**src/hdl/odr_pkg.sv**
```systemverilog
// odr_pkg: shared types, side masks and the masking helper for the
// opposing direction resolver; no dependencies
`default_nettype none

package odr_pkg;

   typedef logic [7:0] key_mask_type;

   typedef enum logic [1:0] {
      WIN_NONE = 2'd0,
      WIN_NEG  = 2'd1,
      WIN_POS  = 2'd2
   } win_type;

   // bit order clockwise from up
   localparam key_mask_type SIDE_UP    = 8'h83;
   localparam key_mask_type SIDE_DOWN  = 8'h38;
   localparam key_mask_type SIDE_LEFT  = 8'hE0;
   localparam key_mask_type SIDE_RIGHT = 8'h0E;

   function automatic key_mask_type drop_loser(input key_mask_type mask,
                                               input win_type win,
                                               input key_mask_type first_side,
                                               input key_mask_type second_side);
      key_mask_type res;
      case (win)
         WIN_NEG: begin
            res = mask & ~second_side;
         end
         WIN_POS: begin
            res = mask & ~first_side;
         end
         default: begin
            res = mask;
         end
      endcase
      return res;
   endfunction

endpackage

`default_nettype wire

```
**src/hdl/odr_chan_if.sv**
```systemverilog
// odr_req_if / odr_rsp_if: valid-ready channels carrying one key mask word
// depends on odr_pkg
`default_nettype none

interface odr_req_if import odr_pkg::*; ();
   logic         valid;
   logic         ready;
   key_mask_type held_keys;

   modport source (output valid, output held_keys, input ready);
   modport sink   (input valid, input held_keys, output ready);
endinterface

interface odr_rsp_if import odr_pkg::*; ();
   logic         valid;
   logic         ready;
   key_mask_type resolved_mask;

   modport source (output valid, output resolved_mask, input ready);
   modport sink   (input valid, input resolved_mask, output ready);
endinterface

`default_nettype wire

```
**src/hdl/odr_axis.sv**
```systemverilog
// odr_axis: priority decision for one axis from held keys and rising edges
// depends on odr_pkg
`default_nettype none

module odr_axis import odr_pkg::*; (
   input  key_mask_type held,
   input  key_mask_type fresh,
   input  key_mask_type first_side,
   input  key_mask_type second_side,
   input  win_type      kept,
   output win_type      winner
);

   logic conflict;
   logic neg_fresh;
   logic pos_fresh;

   assign conflict  = (|(held & first_side)) && (|(held & second_side));
   assign neg_fresh = |(fresh & first_side);
   assign pos_fresh = |(fresh & second_side);

   always_comb begin
      if (!conflict || (neg_fresh && pos_fresh)) begin
         winner = WIN_NONE;
      end else if (neg_fresh) begin
         winner = WIN_NEG;
      end else if (pos_fresh) begin
         winner = WIN_POS;
      end else begin
         winner = kept;
      end
   end

endmodule

`default_nettype wire

```
**src/hdl/opposing_direction_resolver.sv**
```systemverilog
// opposing_direction_resolver: from accept to result valid,
// the word passes an input register and a result register
// throughput one word per cycle while the receiver takes results, set by the input and result registers
// synchronous reset clears previous sample, both winners and the valid flags
// depends on odr_pkg, odr_chan_if, odr_axis
`default_nettype none

module opposing_direction_resolver import odr_pkg::*; (
   input wire logic  clock,
   input wire logic  reset,
   odr_req_if.sink   req_chan,
   odr_rsp_if.source rsp_chan
);

   logic         in_valid_ff;
   key_mask_type in_mask_ff;
   logic         out_valid_ff;
   key_mask_type out_mask_ff;
   key_mask_type prev_ff;
   win_type      vert_ff;
   win_type      horz_ff;

   logic         out_adv;
   logic         in_adv;
   key_mask_type fresh;
   win_type      vert_in;
   win_type      horz_in;
   key_mask_type res_in;

   assign out_adv = !out_valid_ff || rsp_chan.ready;
   assign in_adv  = in_valid_ff && out_adv;

   assign req_chan.ready        = !in_valid_ff || out_adv;
   assign rsp_chan.valid        = out_valid_ff;
   assign rsp_chan.resolved_mask = out_mask_ff;

   assign fresh = in_mask_ff & ~prev_ff;

   odr_axis u_vert (
      .held        (in_mask_ff),
      .fresh       (fresh),
      .first_side  (SIDE_UP),
      .second_side (SIDE_DOWN),
      .kept        (vert_ff),
      .winner      (vert_in)
   );

   odr_axis u_horz (
      .held        (in_mask_ff),
      .fresh       (fresh),
      .first_side  (SIDE_LEFT),
      .second_side (SIDE_RIGHT),
      .kept        (horz_ff),
      .winner      (horz_in)
   );

   assign res_in = drop_loser(drop_loser(in_mask_ff, vert_in, SIDE_UP, SIDE_DOWN),
                              horz_in, SIDE_LEFT, SIDE_RIGHT);

   always_ff @(posedge clock) begin
      if (reset) begin
         in_valid_ff  <= 1'b0;
         out_valid_ff <= 1'b0;
         prev_ff      <= '0;
         vert_ff      <= WIN_NONE;
         horz_ff      <= WIN_NONE;
      end else begin
         if (req_chan.ready) begin
            in_valid_ff <= req_chan.valid;
         end
         if (out_adv) begin
            out_valid_ff <= in_valid_ff;
         end
         // state moves only when a word leaves the input register
         if (in_adv) begin
            prev_ff <= in_mask_ff;
            vert_ff <= vert_in;
            horz_ff <= horz_in;
         end
      end
   end

   always_ff @(posedge clock) begin
      if (req_chan.ready && req_chan.valid) begin
         in_mask_ff <= req_chan.held_keys;
      end
      if (in_adv) begin
         out_mask_ff <= res_in;
      end
   end

endmodule

`default_nettype wire

```
**src/flat_wrapper.sv**
```systemverilog
// flat-port wrapper written by rule: the top's interface ports become plain ports
module opposing_direction_resolver_flat import odr_pkg::*;
  (clock, reset, req_chan_valid, req_chan_held_keys, req_chan_ready, rsp_chan_valid, rsp_chan_resolved_mask, rsp_chan_ready);
  odr_req_if req_chan_i ();
  odr_rsp_if rsp_chan_i ();
  input wire logic clock;
  input wire logic reset;
  input wire logic [$bits(req_chan_i.valid)-1:0] req_chan_valid;
  input wire logic [$bits(req_chan_i.held_keys)-1:0] req_chan_held_keys;
  output wire logic [$bits(req_chan_i.ready)-1:0] req_chan_ready;
  output wire logic [$bits(rsp_chan_i.valid)-1:0] rsp_chan_valid;
  output wire logic [$bits(rsp_chan_i.resolved_mask)-1:0] rsp_chan_resolved_mask;
  input wire logic [$bits(rsp_chan_i.ready)-1:0] rsp_chan_ready;
  assign req_chan_i.valid = req_chan_valid;
  assign req_chan_i.held_keys = req_chan_held_keys;
  assign req_chan_ready = req_chan_i.ready;
  assign rsp_chan_valid = rsp_chan_i.valid;
  assign rsp_chan_resolved_mask = rsp_chan_i.resolved_mask;
  assign rsp_chan_i.ready = rsp_chan_ready;
  opposing_direction_resolver u_core (.clock(clock), .reset(reset), .req_chan(req_chan_i), .rsp_chan(rsp_chan_i));
endmodule
```
**config.mk**
```make
export PLATFORM = sky130hd
export DESIGN_NAME = opposing_direction_resolver_flat
export DESIGN_NICKNAME = d
export VERILOG_FILES = /design/src/hdl/odr_pkg.sv /design/src/hdl/odr_chan_if.sv /design/src/hdl/odr_axis.sv /design/src/hdl/opposing_direction_resolver.sv /design/src/flat_wrapper.sv
export SDC_FILE = /design/constraint.sdc
export NUM_CORES = 1
export LEC_CHECK = 0
export ABC_CLOCK_PERIOD_IN_PS = 6100
export BUFFER_PORTS_ARGS = -buffer_cell sky130_fd_sc_hd__buf_2
export CAP_MARGIN = 20
export CORE_MARGIN = 5
export CORE_UTILIZATION = 58
export CTS_BUF_LIST = sky130_fd_sc_hd__clkbuf_2
export DETAILED_ROUTE_END_ITERATION = 8
export GPL_TIMING_DRIVEN = 0
export HOLD_SLACK_MARGIN = 0.12
export PLACE_DENSITY = 0.82
export SLEW_MARGIN = 20
export SYNTH_ARGS = -nofsm -noshare
export SYNTH_HDL_FRONTEND = slang
export SYNTH_SLANG_ARGS = --single-unit
```
**constraint.sdc**
```tcl
create_clock -name clock -period 6.1 [get_ports clock]
set_input_delay 0.61 -clock clock [delete_from_list [all_inputs] [get_ports clock]]
set_output_delay 0.61 -clock clock [all_outputs]
set_load 0.05 [all_outputs]
```
# ---- Word-level counts from Yosys, hierarchy flattened
# Index checks and enable logic that the tools add are counted.
dict set report word_totals {
  wordCells 43
  output_inout_bits 10
  inputBits 12
  reg_bits 30
}
dict set report op_classes {
  reduce_logical 22
  mux 8
  eq_ne 4
  n_bitwise 2
}
# operator count
set ops {}
lappend ops {{one-hot mux 8 bit (2 select lines)} 2}
lappend ops {{OR reduction 3 bit} 8}
lappend ops {{2-to-1 mux 2 bit} 6}
lappend ops {{AND 8 bit} 1}
lappend ops {{NOT 8 bit} 1}
lappend ops {{logical AND 1 bit} 6}
lappend ops {{equality test 2 x 1 -> 1 bit (second input constant)} 2}
lappend ops {{equality test 2 bit (second input constant)} 2}
lappend ops {{logical NOT 1 bit} 4}
lappend ops {{logical OR 1 bit} 4}

# ---- Logic depth before layout (Yosys ltp)
dict set report depth {
  word_depth 9
  ltp_mapped 7
  depth_no_buf 6
}

# ---- Hierarchy
# From an unflattened synthesis, not the netlist that was laid out.
dict set report hier_totals {
  cells_unflattened 154
  hier_area_um2 1647.8
}
# mod area_each_um2 instances seq_area_each_um2 cells_each
set modules_own_cells {}
lappend modules_own_cells {opposing_direction_resolver 1315.0 1 760.7 104}
lappend modules_own_cells {odr_axis 166.4 2 0.0 25}

# ---- Worst setup path before layout
# No wires, ideal clock.
dict set report synth_path {
  kind {reg-to-reg}
  startpoint {register u_core.in_mask_ff[7]}
  endpoint {register u_core.out_mask_ff[5] (netlist: u_core.rsp_chan.resolved_mask[5]) (data pin)}
  setup_time_ns 0.258
  path_slack_ns 4.136
  t_required_ns 5.842
  path_buffers 0
  period_less_slack_ns 1.964
  stages_incl_launch_ff 7
  t_arrival_ns 1.706
  path_cell_list {edfxtp_1 > or3_1 > o31ai_1 > nor2_1 > o21a_1 > ha_1 > o221a_2}
}
dict set report synth_between {
  elab_chain_len 8
  word_cells_on_any_way 23
  cone_classes {eq/ne (4); mux (6); bitwise (1); reduce/logical (12)}
}
# item line
set synth_lines {}
lappend synth_lines {{start, declared} opposing_direction_resolver.sv:16} ;# key_mask_type in_mask_ff;
lappend synth_lines {{start signal, assigned} opposing_direction_resolver.sv:85} ;# in_mask_ff <= req_chan.held_keys;
lappend synth_lines {{AND 8 bit / OR reduction 3 bit (equally long branches)} {opposing_direction_resolver.sv:37, odr_axis.sv:18}}
lappend synth_lines {{OR reduction 3 bit / logical AND 1 bit (equally long branches)} {odr_axis.sv:19, odr_axis.sv:18}}
lappend synth_lines {{logical AND 1 bit / logical NOT 1 bit (equally long branches)} odr_axis.sv:23} ;# if (!conflict || (neg_fresh && pos_fresh)) begin
lappend synth_lines {{logical OR 1 bit} odr_axis.sv:23}
lappend synth_lines {{2-to-1 mux 2 bit (*)} odr_axis.sv:23}
lappend synth_lines {{net u_core.u_vert.winner[1]} odr_axis.sv:11} ;# output win_type winner
lappend synth_lines {{equality test 2 bit / equality test 2 x 1 -> 1 bit (equally long branches)} odr_pkg.sv:26} ;# case (win)
lappend synth_lines {{one-hot mux 8 bit (2 select lines) (*) (2 in series)} odr_pkg.sv:26}
lappend synth_lines {{net u_core.res_in[5]} opposing_direction_resolver.sv:28} ;# key_mask_type res_in;
lappend synth_lines {{end signal, assigned} opposing_direction_resolver.sv:88} ;# out_mask_ff <= res_in;
lappend synth_lines {{end, declared} opposing_direction_resolver.sv:18} ;# key_mask_type out_mask_ff;
# The timed path passes the listed nets; every way through them passes the cells marked *.
# A chain may end at the register's enable or synchronous reset.

# ---- Final worst setup path
dict set report layout_path {
  startpoint {register u_core.in_mask_ff[7]}
  endpoint {register u_core.out_mask_ff[7] (netlist: u_core.rsp_chan.resolved_mask[7]) (data pin)}
}
# Same word-level chain as after synthesis.

==> out/qor.csv <==
metric,value,unit
outcome,"complete, no violations",
layout.cells.non_filler,175,
gp_congestion,0.817,
path_buf_inv,0,
clk_latency,0.36,ns
start_util,60.6,%
die_h,57.8,um
fin_area,1530,um2
pwr-share-clk,31.2,%
drtPass1Iterations,4,
power.switching,0.112,mW
drc,0,
dpl_cell_area,1470,um2
path_clk_slew,0.15,ns
pwr_density_cell,280,nW/um2
cts_resized,0,
drv_cap,0,
antenna_found_initial,0,
crit_start,u_core.in_mask_ff[7]$_DFFE_PP_,
crit_cells,6,
critPathMaxFanout,6,
critPathLaunchType,register,
rsz0062_at_grt,false,
wirelength,2.30,mm
grt_pass1_vias,941,
dp.cells,167,
p_leak,0.592,nW
peakVddDrop,0.000211,V
setup_tns,0,ns
grt_usage,16.6,%
clk_path_buf_depth,2,
wl_per_cell,13.2,um
io_pins,22,
tritoncts.num_buffers,5,
p_seq_share,54.3,%
antenna-diode-count,0,
fin_crit_sh,35.7,%
period_minus_slack,2.18,ns
synth_top_area_share,36.2,%
synthesis.nets,134,
place_hpwl,1.79,mm
final.setup_skew,0.0174,ns
r2r_slack,3.92,ns
swShare,26.0,%
die_w,57.8,um
reg2reg_depth,6,
drt_iter0_drc,15,
ys_seq_area_share,57.3,%
final_antenna_net_count,0,
ys_seq_elements,30,
coreArea,2190,um2
htreeDepth,2,
synth_warnings,0,
cpLargestDelayFamily,compound AO/OA/AOI/OAI gates,
critPathKind,reg2reg,
globalRouteOverflowTotal,0,
syn_area_per_cell,11.3,um2
drv_slew,0,
timing.slew.headroom,69.9,%
total_power,0.430,mW
cts_tree,done,
critPathSlowestCell,edfxtp_1,
grt_start_max_net_pins,18,
comb_power_share,14.5,%
grt_pass1_wl,4.08,mm
arrival,2.29,ns
netlist_area,1330,um2
path_cells,or3_1 -> o31ai_1 -> nor2_1 -> o21a_1 -> ha_1 -> o221a_2,
vias,952,
hold_class,in2reg,
synth.area.top_cells,"edfxtp_1, dfxtp_1, a21oi_1, nand2_1, o21a_1",
synth_cell_types,23,
worst_pin_slew,0.448,ns
finalNetCount,162,
root_buffer,clkbuf_2,
postSynthCellCount,118,
cp.required,6.21,ns
layout-area-overhead-vs-synth,15.5,%
postCtsSetupBuffers,0,
postCtsHoldBufs,0,
cts.sinks,30,
hold_viol,0,
crit_path_max_incr_delay,0.48,ns
rr_endpoint,u_core.rsp_chan.resolved_mask[7]$_DFFE_PP_,
viasPerCell,5.44,
die-area,3350,um2
p_int,0.318,mW
rows,17,
drive_above_1_share,27.9,%
cp-end-kind,register,
synth_top_area_cell,edfxtp_1,
setup_viol,0,
reg2reg_from,u_core.in_mask_ff[7]$_DFFE_PP_,
io_buffer_count,21,
cp-endpoint,u_core.rsp_chan.resolved_mask[7]$_DFFE_PP_,
fmax,459,MHz
min_from,req_chan_held_keys[7],
flip-flops by register name (all words and copies together) (netlist names):
| register | cells |
|---|---|
| u_core.in_mask_ff | 8 |
| u_core.vert_ff | 2 |
| u_core.in_valid_ff | 1 |
| u_core.rsp_chan.valid | 1 |
| u_core.horz_ff | 2 |
| u_core.rsp_chan.resolved_mask | 8 |
| u_core.prev_ff | 8 |
metrics by stage:
step / hold slack, ns / worst slack [ns] / utilization, %
6_report: 0.420 / 3.92 / 70.0
5_1_grt: 0.340 / 3.83 / 70.0
4_1_cts: 0.384 / 3.94 / 70.0
3_5_place_dp: 0.441 / 3.98 / 67.0
3_3_place_gp: 0.438 / 4.01 / 67.0
2_1_floorplan: 0.431 / 4.14 / -
power groups by stage:
stage          Clock (mW)  Combinational, mW  Sequential (mW)
2_1_floorplan           0             0.0349            0.249
3_3_place_gp            0             0.0600            0.237
3_5_place_dp            0             0.0625            0.238
4_1_cts             0.140             0.0627            0.233
5_1_grt             0.153             0.0690            0.235
6_report            0.134             0.0623            0.233
cells in the mapped netlist:
| master | number |
|---|---|
| a21oi_1 | 13 |
| and2_1 | 1 |
| buf_6 | 2 |
| clkbuf_1 | 1 |
| dfxtp_1 | 14 |
| edfxtp_1 | 16 |
| ha_1 | 4 |
| inv_8 | 1 |
| nand2_1 | 17 |
| nand2b_1 | 6 |
| nand2b_4 | 1 |
| nand3_1 | 2 |
| nand3_2 | 2 |
| nor2_1 | 7 |
| nor2b_4 | 1 |
| nor3b_1 | 3 |
| nor3b_2 | 1 |
| o21a_1 | 8 |
| o21ai_0 | 8 |
| o221a_2 | 4 |
| o31ai_1 | 2 |
| or2b_1 | 2 |
| or3_1 | 2 |
metal layers:
layer  GRT usage (%)  part of all wire [%]  vias up
li1                -                     -      481
met1            17.2                    39      436
met2            27.6                    52       29
met3            8.69                   6.9        6
met4            7.95                   1.9        0
met5               0                     0        -
layout by cell type, fill, tap and decap left out, types with 3 or more instances in the layout:
master    netlist  layout
o21a_1          8       8
nand2b_1        6       6
o221a_2         4       4
dfxtp_1        14      14
o21ai_0         8       8
a21oi_1        13      13
nand2_1        17      17
nor3b_1         3       3
ha_1            4       4
clkbuf_2        0       5
buf_2           0      21
nor2_1          7       7
edfxtp_1       16      16
cells by family after synthesis:
logic type	after synthesis	share of synthesized area (%)
AND/OR/NAND/NOR	45	19.1
AO/OA/AOI/OAI	35	17.0
flip-flops	30	57.3
buffers and inverters	4	2.83
adder cells (fa/ha/maj)	4	3.77
cell type report:
class / count / area, um2
buffer: 3 / 26.3
clock buffer: 5 / 25.0
clock inverter: 3 / 40.0
fill: 167 / 658
inverter: 1 / 11.3
multi-input combinational: 84 / 529
sequential: 30 / 761
tap: 28 / 35.0
timing repair buffer: 21 / 105
how the worst min path moves through the flow:
stage,end,slack [ns],depth (start not counted)
floorplan,u_core.prev_ff[0]$_SDFFE_PP0P_,0.43,2
global placement,u_core.prev_ff[0]$_SDFFE_PP0P_,0.44,2
detailed placement,u_core.prev_ff[6]$_SDFFE_PP0P_,0.44,2
CTS,u_core.in_mask_ff[0]$_DFFE_PP_,0.38,1
global route,u_core.in_mask_ff[7]$_DFFE_PP_,0.34,1
finish,u_core.in_mask_ff[7]$_DFFE_PP_,0.42,1
No activity file was read; power rests on OpenSTA's default activity.
